==> src/rtl/uri_enc_pkg.sv <==
// Package: shared types, character constants and classification functions.
package uri_enc_pkg;

  // Register indexes on the configuration port
  localparam logic [1:0] CFG_ENABLE = 2'd0;
  localparam logic [1:0] CFG_RSET   = 2'd1;

  // Reserved character sets
  typedef enum logic [1:0] {
    RSET_USER = 2'd0,
    RSET_HOST = 2'd1,
    RSET_PATH = 2'd2,
    RSET_NONE = 2'd3
  } rset_t;

  localparam logic [15:0] CH_PCT = 16'h0025;

  // One result item
  typedef struct packed {
    logic [15:0] ch;
    logic        last;
    logic        bad;
  } res_t;

  // Result group produced by one input item
  typedef struct packed {
    logic [1:0] cnt;
    res_t [2:0] res;
  } grp_t;

  // Scanner state carried between items
  typedef struct packed {
    logic [1:0] hex_pending;
    logic       drop_rest;
  } scan_t;

  function automatic logic is_subdelim(input logic [15:0] c);
    is_subdelim = c inside {16'h21, 16'h24, 16'h26, 16'h27, 16'h28, 16'h29,
                            16'h2A, 16'h2B, 16'h2C, 16'h3B, 16'h3D};
  endfunction

  function automatic logic is_hex(input logic [15:0] c);
    is_hex = c inside {[16'h30:16'h39], [16'h41:16'h46], [16'h61:16'h66]};
  endfunction

  function automatic logic passes(input logic [15:0] c, input rset_t rset);
    logic base;
    logic rsv;
    base = (c >= 16'h0080) ||
           (c inside {[16'h30:16'h39], [16'h41:16'h5A], [16'h61:16'h7A],
                      16'h2D, 16'h2E, 16'h5F, 16'h7E});
    case (rset)
      RSET_USER: rsv = is_subdelim(c) || (c == 16'h3A);
      RSET_HOST: rsv = is_subdelim(c);
      RSET_PATH: rsv = is_subdelim(c) || (c inside {16'h2F, 16'h3A, 16'h40});
      default:   rsv = 1'b0;
    endcase
    passes = base || rsv;
  endfunction

  // Uppercase hex digit for one nibble
  function automatic logic [15:0] hex_char(input logic [3:0] n);
    if (n < 4'd10) begin
      hex_char = 16'h0030 + {12'd0, n};
    end else begin
      hex_char = 16'h0037 + {12'd0, n};
    end
  endfunction

endpackage

==> src/rtl/uri_enc_step.sv <==
// Combinational step: classify one character and build its result group.
module uri_enc_step (
  input  logic [15:0]          char_i,
  input  logic                 last_i,
  input  uri_enc_pkg::scan_t   scan_i,
  input  logic                 enable_i,
  input  uri_enc_pkg::rset_t   rset_i,
  output uri_enc_pkg::scan_t   scan_o,
  output uri_enc_pkg::grp_t    grp_o
);

  uri_enc_pkg::res_t fail_res;
  uri_enc_pkg::res_t pass_res;

  assign fail_res = '{ch: 16'd0, last: 1'b1, bad: 1'b1};
  assign pass_res = '{ch: char_i, last: last_i, bad: 1'b0};

  always_comb begin
    scan_o = scan_i;
    grp_o  = '0;
    if (scan_i.drop_rest) begin
      // drop until the end of the component
      if (last_i) begin
        scan_o.drop_rest = 1'b0;
      end
    end else if (scan_i.hex_pending == 2'd2) begin
      // first escape digit: must be hex and not the end
      grp_o.cnt = 2'd1;
      if (last_i || !uri_enc_pkg::is_hex(char_i)) begin
        grp_o.res[0]       = fail_res;
        scan_o.hex_pending = 2'd0;
        scan_o.drop_rest   = !last_i;
      end else begin
        grp_o.res[0]       = '{ch: char_i, last: 1'b0, bad: 1'b0};
        scan_o.hex_pending = 2'd1;
      end
    end else if (scan_i.hex_pending != 2'd0) begin
      // second escape digit
      grp_o.cnt          = 2'd1;
      scan_o.hex_pending = 2'd0;
      if (!uri_enc_pkg::is_hex(char_i)) begin
        grp_o.res[0]     = fail_res;
        scan_o.drop_rest = !last_i;
      end else begin
        grp_o.res[0] = pass_res;
      end
    end else if (!enable_i || uri_enc_pkg::passes(char_i, rset_i)) begin
      grp_o.cnt    = 2'd1;
      grp_o.res[0] = pass_res;
    end else if (char_i == uri_enc_pkg::CH_PCT) begin
      // open an escape
      grp_o.cnt = 2'd1;
      if (last_i) begin
        grp_o.res[0] = fail_res;
      end else begin
        grp_o.res[0]       = '{ch: uri_enc_pkg::CH_PCT, last: 1'b0, bad: 1'b0};
        scan_o.hex_pending = 2'd2;
      end
    end else begin
      // encode as %XY
      grp_o.cnt    = 2'd3;
      grp_o.res[0] = '{ch: uri_enc_pkg::CH_PCT, last: 1'b0, bad: 1'b0};
      grp_o.res[1] = '{ch: uri_enc_pkg::hex_char(char_i[7:4]), last: 1'b0, bad: 1'b0};
      grp_o.res[2] = '{ch: uri_enc_pkg::hex_char(char_i[3:0]), last: last_i, bad: 1'b0};
    end
  end

endmodule

==> src/rtl/uri_percent_encoder.sv <==
// Top level: percent-encoder for one URI component, one code unit per transaction.
// The input register holds each accepted item; the step logic builds its result group,
// which the group register loads once it is empty or its last result drains; results leave
// one at a time through the single result port from that three-entry group register.
// Reset: synchronous active-low rst_n clears the escape and drop state, empties
// both register stages and loads encode_enable = 1, reserved_set = path.
module uri_percent_encoder (
  input  logic        clk,
  input  logic        rst_n,
  input  logic        in_valid,
  output logic        in_stall,
  input  logic [15:0] in_char_in,
  input  logic        in_last_in,
  output logic        out_valid,
  input  logic        out_stall,
  output logic [15:0] out_char_out,
  output logic        out_last_out,
  output logic        out_bad_escape,
  input  logic        cfg_valid,
  output logic        cfg_ready,
  input  logic [1:0]  cfg_index,
  input  logic [1:0]  cfg_data
);

  logic                 enable_r;
  uri_enc_pkg::rset_t   rset_r;
  uri_enc_pkg::scan_t   scan_r, scan_nxt;
  logic                 in_vld_r, in_vld_nxt;
  logic [15:0]          in_char_r;
  logic                 in_last_r;
  uri_enc_pkg::grp_t    grp_r, grp_nxt;
  uri_enc_pkg::grp_t    step_grp;
  uri_enc_pkg::scan_t   step_scan;
  logic                 in_acc, out_acc, load_ok, proc;

  // Configuration writes
  assign cfg_ready = 1'b1;

  always_ff @(posedge clk) begin
    if (!rst_n) begin
      enable_r <= 1'b1;
      rset_r   <= uri_enc_pkg::RSET_PATH;
    end else if (cfg_valid && cfg_ready) begin
      if (cfg_index == uri_enc_pkg::CFG_ENABLE) begin
        enable_r <= cfg_data[0];
      end else if (cfg_index == uri_enc_pkg::CFG_RSET) begin
        rset_r <= uri_enc_pkg::rset_t'(cfg_data);
      end
    end
  end

  // Handshakes: the group register takes a new group once it drains this cycle
  assign out_valid = (grp_r.cnt != 2'd0);
  assign out_acc   = out_valid && !out_stall;
  assign load_ok   = (grp_r.cnt == 2'd0) || ((grp_r.cnt == 2'd1) && !out_stall);
  assign in_stall  = in_vld_r && !load_ok;
  assign in_acc    = in_valid && !in_stall;
  assign proc      = in_vld_r && load_ok;

  uri_enc_step u_step (
    .char_i   (in_char_r),
    .last_i   (in_last_r),
    .scan_i   (scan_r),
    .enable_i (enable_r),
    .rset_i   (rset_r),
    .scan_o   (step_scan),
    .grp_o    (step_grp)
  );

  // Next state of the input stage, scanner and group register
  always_comb begin
    in_vld_nxt = in_vld_r;
    if (in_acc) begin
      in_vld_nxt = 1'b1;
    end else if (proc) begin
      in_vld_nxt = 1'b0;
    end

    scan_nxt = proc ? step_scan : scan_r;

    grp_nxt = grp_r;
    if (out_acc) begin
      grp_nxt.cnt    = grp_r.cnt - 2'd1;
      grp_nxt.res[0] = grp_r.res[1];
      grp_nxt.res[1] = grp_r.res[2];
    end
    if (proc && (step_grp.cnt != 2'd0)) begin
      grp_nxt = step_grp;
    end
  end

  // Hold control state and the result group
  always_ff @(posedge clk) begin
    if (!rst_n) begin
      in_vld_r <= 1'b0;
      scan_r   <= '0;
      grp_r    <= '0;
    end else begin
      in_vld_r <= in_vld_nxt;
      scan_r   <= scan_nxt;
      grp_r    <= grp_nxt;
    end
  end

  // Capture payload
  always_ff @(posedge clk) begin
    if (in_acc) begin
      in_char_r <= in_char_in;
      in_last_r <= in_last_in;
    end
  end

  assign out_char_out   = grp_r.res[0].ch;
  assign out_last_out   = grp_r.res[0].last;
  assign out_bad_escape = grp_r.res[0].bad;

  // Checks
  a_no_pending_three: assert property (@(posedge clk) disable iff (!rst_n)
    scan_r.hex_pending != 2'd3)
    else $error("hex_pending reached an unused code");

  a_drop_excl_escape: assert property (@(posedge clk) disable iff (!rst_n)
    !(scan_r.drop_rest && (scan_r.hex_pending != 2'd0)))
    else $error("drop and open escape both set");

  a_bad_is_last: assert property (@(posedge clk) disable iff (!rst_n)
    (out_valid && out_bad_escape) |-> (out_last_out && (grp_r.cnt == 2'd1)))
    else $error("error result not the final result of its group");

  a_proc_drains: assert property (@(posedge clk) disable iff (!rst_n)
    (proc && (step_grp.cnt != 2'd0)) |=> (grp_r.cnt == $past(step_grp.cnt)))
    else $error("result group not loaded");

endmodule
==> config.mk <==
export PLATFORM = sky130hd
export DESIGN_NAME = uri_percent_encoder
export DESIGN_NICKNAME = d
export VERILOG_FILES = /design/src/rtl/uri_enc_pkg.sv /design/src/rtl/uri_enc_step.sv /design/src/rtl/uri_percent_encoder.sv
export SDC_FILE = /design/constraint.sdc
export NUM_CORES = 1
export LEC_CHECK = 0
export BUFFER_PORTS_ARGS = -buffer_cell sky130_fd_sc_hd__buf_2
export CAP_MARGIN = 20
export CORE_MARGIN = 5
export CORE_UTILIZATION = 47
export CTS_CLUSTER_DIAMETER = 100
export DETAILED_ROUTE_END_ITERATION = 16
export PLACE_DENSITY = 0.64
export SLEW_MARGIN = 20
export SYNTH_ARGS = -nofsm -noshare
export SYNTH_HDL_FRONTEND = slang
export SYNTH_HIERARCHICAL = 1
export SYNTH_SLANG_ARGS = --single-unit
==> constraint.sdc <==
create_clock -name clk -period 4.17 [get_ports clk]
set_input_delay 0.6255 -clock clk [delete_from_list [all_inputs] [get_ports clk]]
set_output_delay 0.6255 -clock clk [all_outputs]
set_load 0.05 [all_outputs]
Yosys cells after proc, flatten, opt, wreduce, memory -nomap -nowiden:

Cells that the tools add are included.

* output and inout bits: 21
* input port bits: 26
* flip-flop bits (word level): 80

* order comparisons: 11
* equality and inequality tests: 26
* multiplexer cells: 38
* bitwise gates (word level): 2
* add/sub/neg operators: 5
* reduce and logical (&&, ||, !) cells: 40

Operators by type and width (count)
* equality test 16 x 6 -> 1 bit, second input constant: 16
* two-way mux 36 bit: 5
* two-way mux 56 bit: 2
* two-way mux 18 bit: 6
* less-or-equal comparator 16 x 7 -> 1 bit, second input constant: 4
* equality test 16 x 7 -> 1 bit, second input constant: 3
* greater-or-equal comparator 16 x 7 -> 1 bit, second input constant: 2
* two-way mux 16 bit: 2
* adder 6 x 4 -> 7 bit, first input constant: 4
* two-way mux 2 bit: 9
* greater-or-equal comparator 16 x 6 -> 1 bit, second input constant: 1
* greater-or-equal comparator 16 x 8 -> 1 bit, second input constant: 1
* less-or-equal comparator 16 x 6 -> 1 bit, second input constant: 1
* logical AND 1 bit: 11
* two-way mux 1 bit: 11
* nonzero test 11 bit: 1
* nonzero test 2 bit: 5
* nonzero test 3 bit: 3
* < comparator 4 bit, second input constant: 2
* two-way mux 8 bit: 1
* logical OR 1 bit: 7
* nonzero test 7 bit: 1
* equality test 2 x 1 -> 1 bit, second input constant: 3
* zero test 1 bit: 6
* 10 further kinds: 15

Logic depth before layout (Yosys ltp):

* depth in word-level cells: 16
* depth in mapped cells: 16
* gate-level depth less buffers: 12

Hierarchy:

The synthesis kept the hierarchy.

By module, submodules not included
* uri_percent_encoder: times used 1, area an instance 3495.9 µm², seq. area each 1771.7 µm², cells an instance 366
* uri_enc_step: times used 1, area an instance 1234.9 µm², seq. area each 0.0 µm², cells an instance 188

Worst setup path before layout:

OpenSTA, ideal clock, no wires.

* path type: flip-flop to flip-flop
* start point: register in_char_r[1]
* end point: register grp_r[24] (netlist bit)
* slack: 0.643 ns
* path buffers: 3
* arrival time: 3.410 ns
* stages on the path, launching flop included: 15
* library setup time: 0.116 ns
* path through: edfxtp_1 > inv_1 > ha_1 > or4b_4 > a31o_1 > a21bo_4 > nand3_4 > or4_4 > buf_6 > inv_1 > o21ai_1 > o21bai_1 > buf_6 > buf_4 > o211a_1

RTL lines
* start, declared: RTL line uri_percent_encoder.sv:29 `logic [15:0] in_char_r;`
* start signal, assigned: RTL line uri_percent_encoder.sv:108 `in_char_r <= in_char_in;`
* end signal, assigned: RTL line uri_percent_encoder.sv:101 `grp_r <= grp_nxt;`
* end, declared: RTL line uri_percent_encoder.sv:31 `uri_enc_pkg::grp_t grp_r, grp_nxt;`

==> flow_metrics.tcl <==
set metrics [dict create \
    synth_top_area_cell "dfxtp_1" \
    crit_top_cell "inv_1" \
    p_per_area_nw_per_um2 467.1 \
    hold-worst-slack_ns 0.4350 \
    first_pass_iters 4 \
    io_pins 47 \
    cts_tree "built" \
    dominantRegCellSynth "dfxtp_1" \
    setup_violations 0 \
    yosysWarnings 6 \
    synth-edff-count 17 \
    areaGrowthSynthToFinish_pct 6.691 \
    yosysUniqueCellTypes 63 \
    cts_root_buf "clkbuf_8" \
    hold_class "input pin to flop" \
    finalNetCount 603 \
    clk_latency_ns 0.36 \
    crit_chain "inv_1, ha_1, or4b_4, a31o_1, a21bo_4, nand3_4, or4_4, inv_1, o21ai_1, o21bai_4, buf_12, o211a_1" \
    clock-sinks 80 \
    drtAntennaViolNets 0 \
    die_y_um 110.3 \
    startpoint_type "flop" \
    post-route-util_pct 51.64 \
    rr_endpoint "out_char_out[8]" \
    multiInputGateArea_um2 2449 \
    wl_um 11100 \
    drv_slew 0 \
    path_clk_slew_ns 0.09 \
    port-buffer-count 45 \
    cts-hold-fix-buffers 0 \
    drt_iter0_markers 217 \
    rsz0062_at_grt "no" \
    ys_seq_area_share_pct 37.45 \
    start_util_pct 48.40 \
    numCtsBuffers 9 \
    wl_per_cell_um 15.76 \
    drive_gt1_share_pct 15.24 \
    clock_skew_ns 0.01100 \
    detailed_place_hpwl_um 7593 \
    whs_endpoint "in_char_r[4]" \
    synth_common_cells "nand2_1, dfxtp_1, buf_4, nand3_1, o21ai_0" \
    status "completed" \
    dieArea_um2 12170 \
    crit_path_top_delay_cell "or4_4" \
    core_um2 9774 \
    grt.total_usage_pct 19.55 \
    crit_path_max_incr_delay_ns 0.64 \
    regToRegSetupSlack_ns 0.37 \
    drv_cap 0 \
    grt_max_degree 64 \
    r2r_start "in_char_r[0]" \
    reg2regPathDepth 12 \
    cp_max_fo 42 \
    synth_seq_cells 80 \
    fillers 958 \
    htree_levels 3 \
    relSlewSlack_pct 56.13 \
    grt_pass1_wl_um 18690 \
    worst_slew_pin_slew_ns 0.6581 \
    endpoint_kind "flop" \
    clock.fmax_ghz 0.2630 \
    synth_cells 554 \
    critPathKind "flop to flop" \
    clock_path_buffers 2 \
    overflow 0 \
    tns_ns 0 \
    syn_area_per_cell_um2 8.539 \
    finalCritPeriodShare_pct 91.18 \
    synth.most_common_cell "nand2_1" \
    critPathRequiredTime_ns 4.42 \
    syn-cell-area_um2 4731 \
    rows 36 \
    vdd_drop_max_mv 0.1994 \
    final.min_clock_period_ns 3.802 \
    finalHoldViolCount 0 \
    route.detailed.drc 0 \
    grt_antenna_before_repair 0 \
    vias 3871 \
    synth.area.top_cells "dfxtp_1, edfxtp_1, buf_4" \
    yosysTopAreaCellShare_pct 26.66 \
    async_reset_ff_share_pct 0 \
    worstHoldPathCells 1 \
    crit_arrival_ns 4.05 \
    fp.dieW_um 110.3 \
    insertedDiodeCount 0 \
    postCtsResizedCells 0 \
    grt_pass1_vias 3796 \
    p_leak_uw 0.002332 \
    cts_setup_buffers 0 \
    min_from "in_char_in[4]" \
    gp_congestion 0.9087 \
    regArea_um2 1772 \
    viasPerCell 5.499 \
]
## critical path: cells and delay by family, from the launching register on
| kind | cells | cell delay (ns) |
|---|---|---|
| and+or+nand+nor | 3 | 1.23 |
| AOI/OAI and AO/OA | 5 | 1.10 |
| buffers and inverters | 3 | 0.54 |
| DFF | 1 | 0.49 |
| adders and majority gates | 1 | 0.31 |
## sequential cells by signal (all words and copies together) (netlist names)
| name | count |
|---|---|
| in_vld_r | 1 |
| enable_r | 1 |
| out_bad_escape | 1 |
| in_last_r | 1 |
| out_last_out | 1 |
| out_char_out | 16 |
| grp_r | 38 |
| in_char_r | 16 |
| rset_r | 2 |
| scan_r | 3 |
## layer usage
layer / wire [um] / share of wire (%) / track usage [%] / vias up
met1: 5129 / 46 / 26.16 / 1861
met5: 0 / 0 / 0 / -
met4: 129 / 1.2 / 6.420 / 0
met2: 5381 / 48 / 32.11 / 88
li1: - / - / - / 1911
met3: 457 / 4.1 / 3.320 / 11
## area by class of cell
cell class | instances | area share, %
multi-input combinational | 400 | 48.51
clock inverter | 6 | 1.438
clock buffer | 10 | 2.950
inverter | 15 | 1.116
timing repair buffer | 60 | 7.586
tap | 133 | 3.297
sequential | 80 | 35.10
## report_power, final
group	internal (uW)	switching [uW]	leakage, uW
clock	321	306	0.000114
combinational	251	522	0.00154
sequential	897	60.0	0.000680
total	1470	888	0.00233
## cell families after synthesis
kind of cell,after synthesis,share of synthesized area (%)
compound gates,141,22.32
xor+xnor,1,0.1852
fa+ha+maj,11,2.909
buf+inv,96,12.77
flops,80,37.45
mux,7,1.481
other cells,2,0.1587
simple gates,216,22.72
## how the worst max path moves through the flow
stage	to	slack, ns	cells past startpoint	startpoint
after floorplan	grp_r[24]	0.64	14	in_char_r[1]
after global placement	out_char_out[13]	0.50	12	in_char_r[0]
after detailed placement	grp_r[32]	0.39	12	in_char_r[0]
after CTS	out_char_out[3]	0.39	12	in_char_r[0]
after global routing	out_char_out[14]	0.04	13	in_char_r[4]
final	out_char_out[8]	0.37	12	in_char_r[0]
## layout by cell type (no fill, tap or decap), drive strengths merged, types with 11 or more instances in the layout
| master | Yosys | layout |
|---|---|---|
| inv | 15 | 18 |
| ha | 11 | 11 |
| o211a | 36 | 36 |
| nor2 | 24 | 24 |
| a21boi | 18 | 18 |
| o21ai | 48 | 48 |
| and2 | 15 | 15 |
| dfxtp | 63 | 63 |
| nand3 | 42 | 42 |
| buf | 63 | 60 |
| conb | 2 | 24 |
| nand2 | 87 | 87 |
| edfxtp | 17 | 17 |
| nor2b | 11 | 11 |
## per-stage QoR
step | instance area, um2 | total power (uW) | setup slack, ns | cells
final | 5047 | 2358 | 0.3678 | 704
after global routing | 5047 | 2505 | 0.03538 | 704
after CTS | 5020 | 2386 | 0.3872 | 703
after detailed placement | 4798 | 1749 | 0.3938 | 687
after global placement | 4798 | 1731 | 0.5022 | 687
after floorplan | 4813 | 1641 | 0.6434 | 576
(Power assumes the default switching activity.)
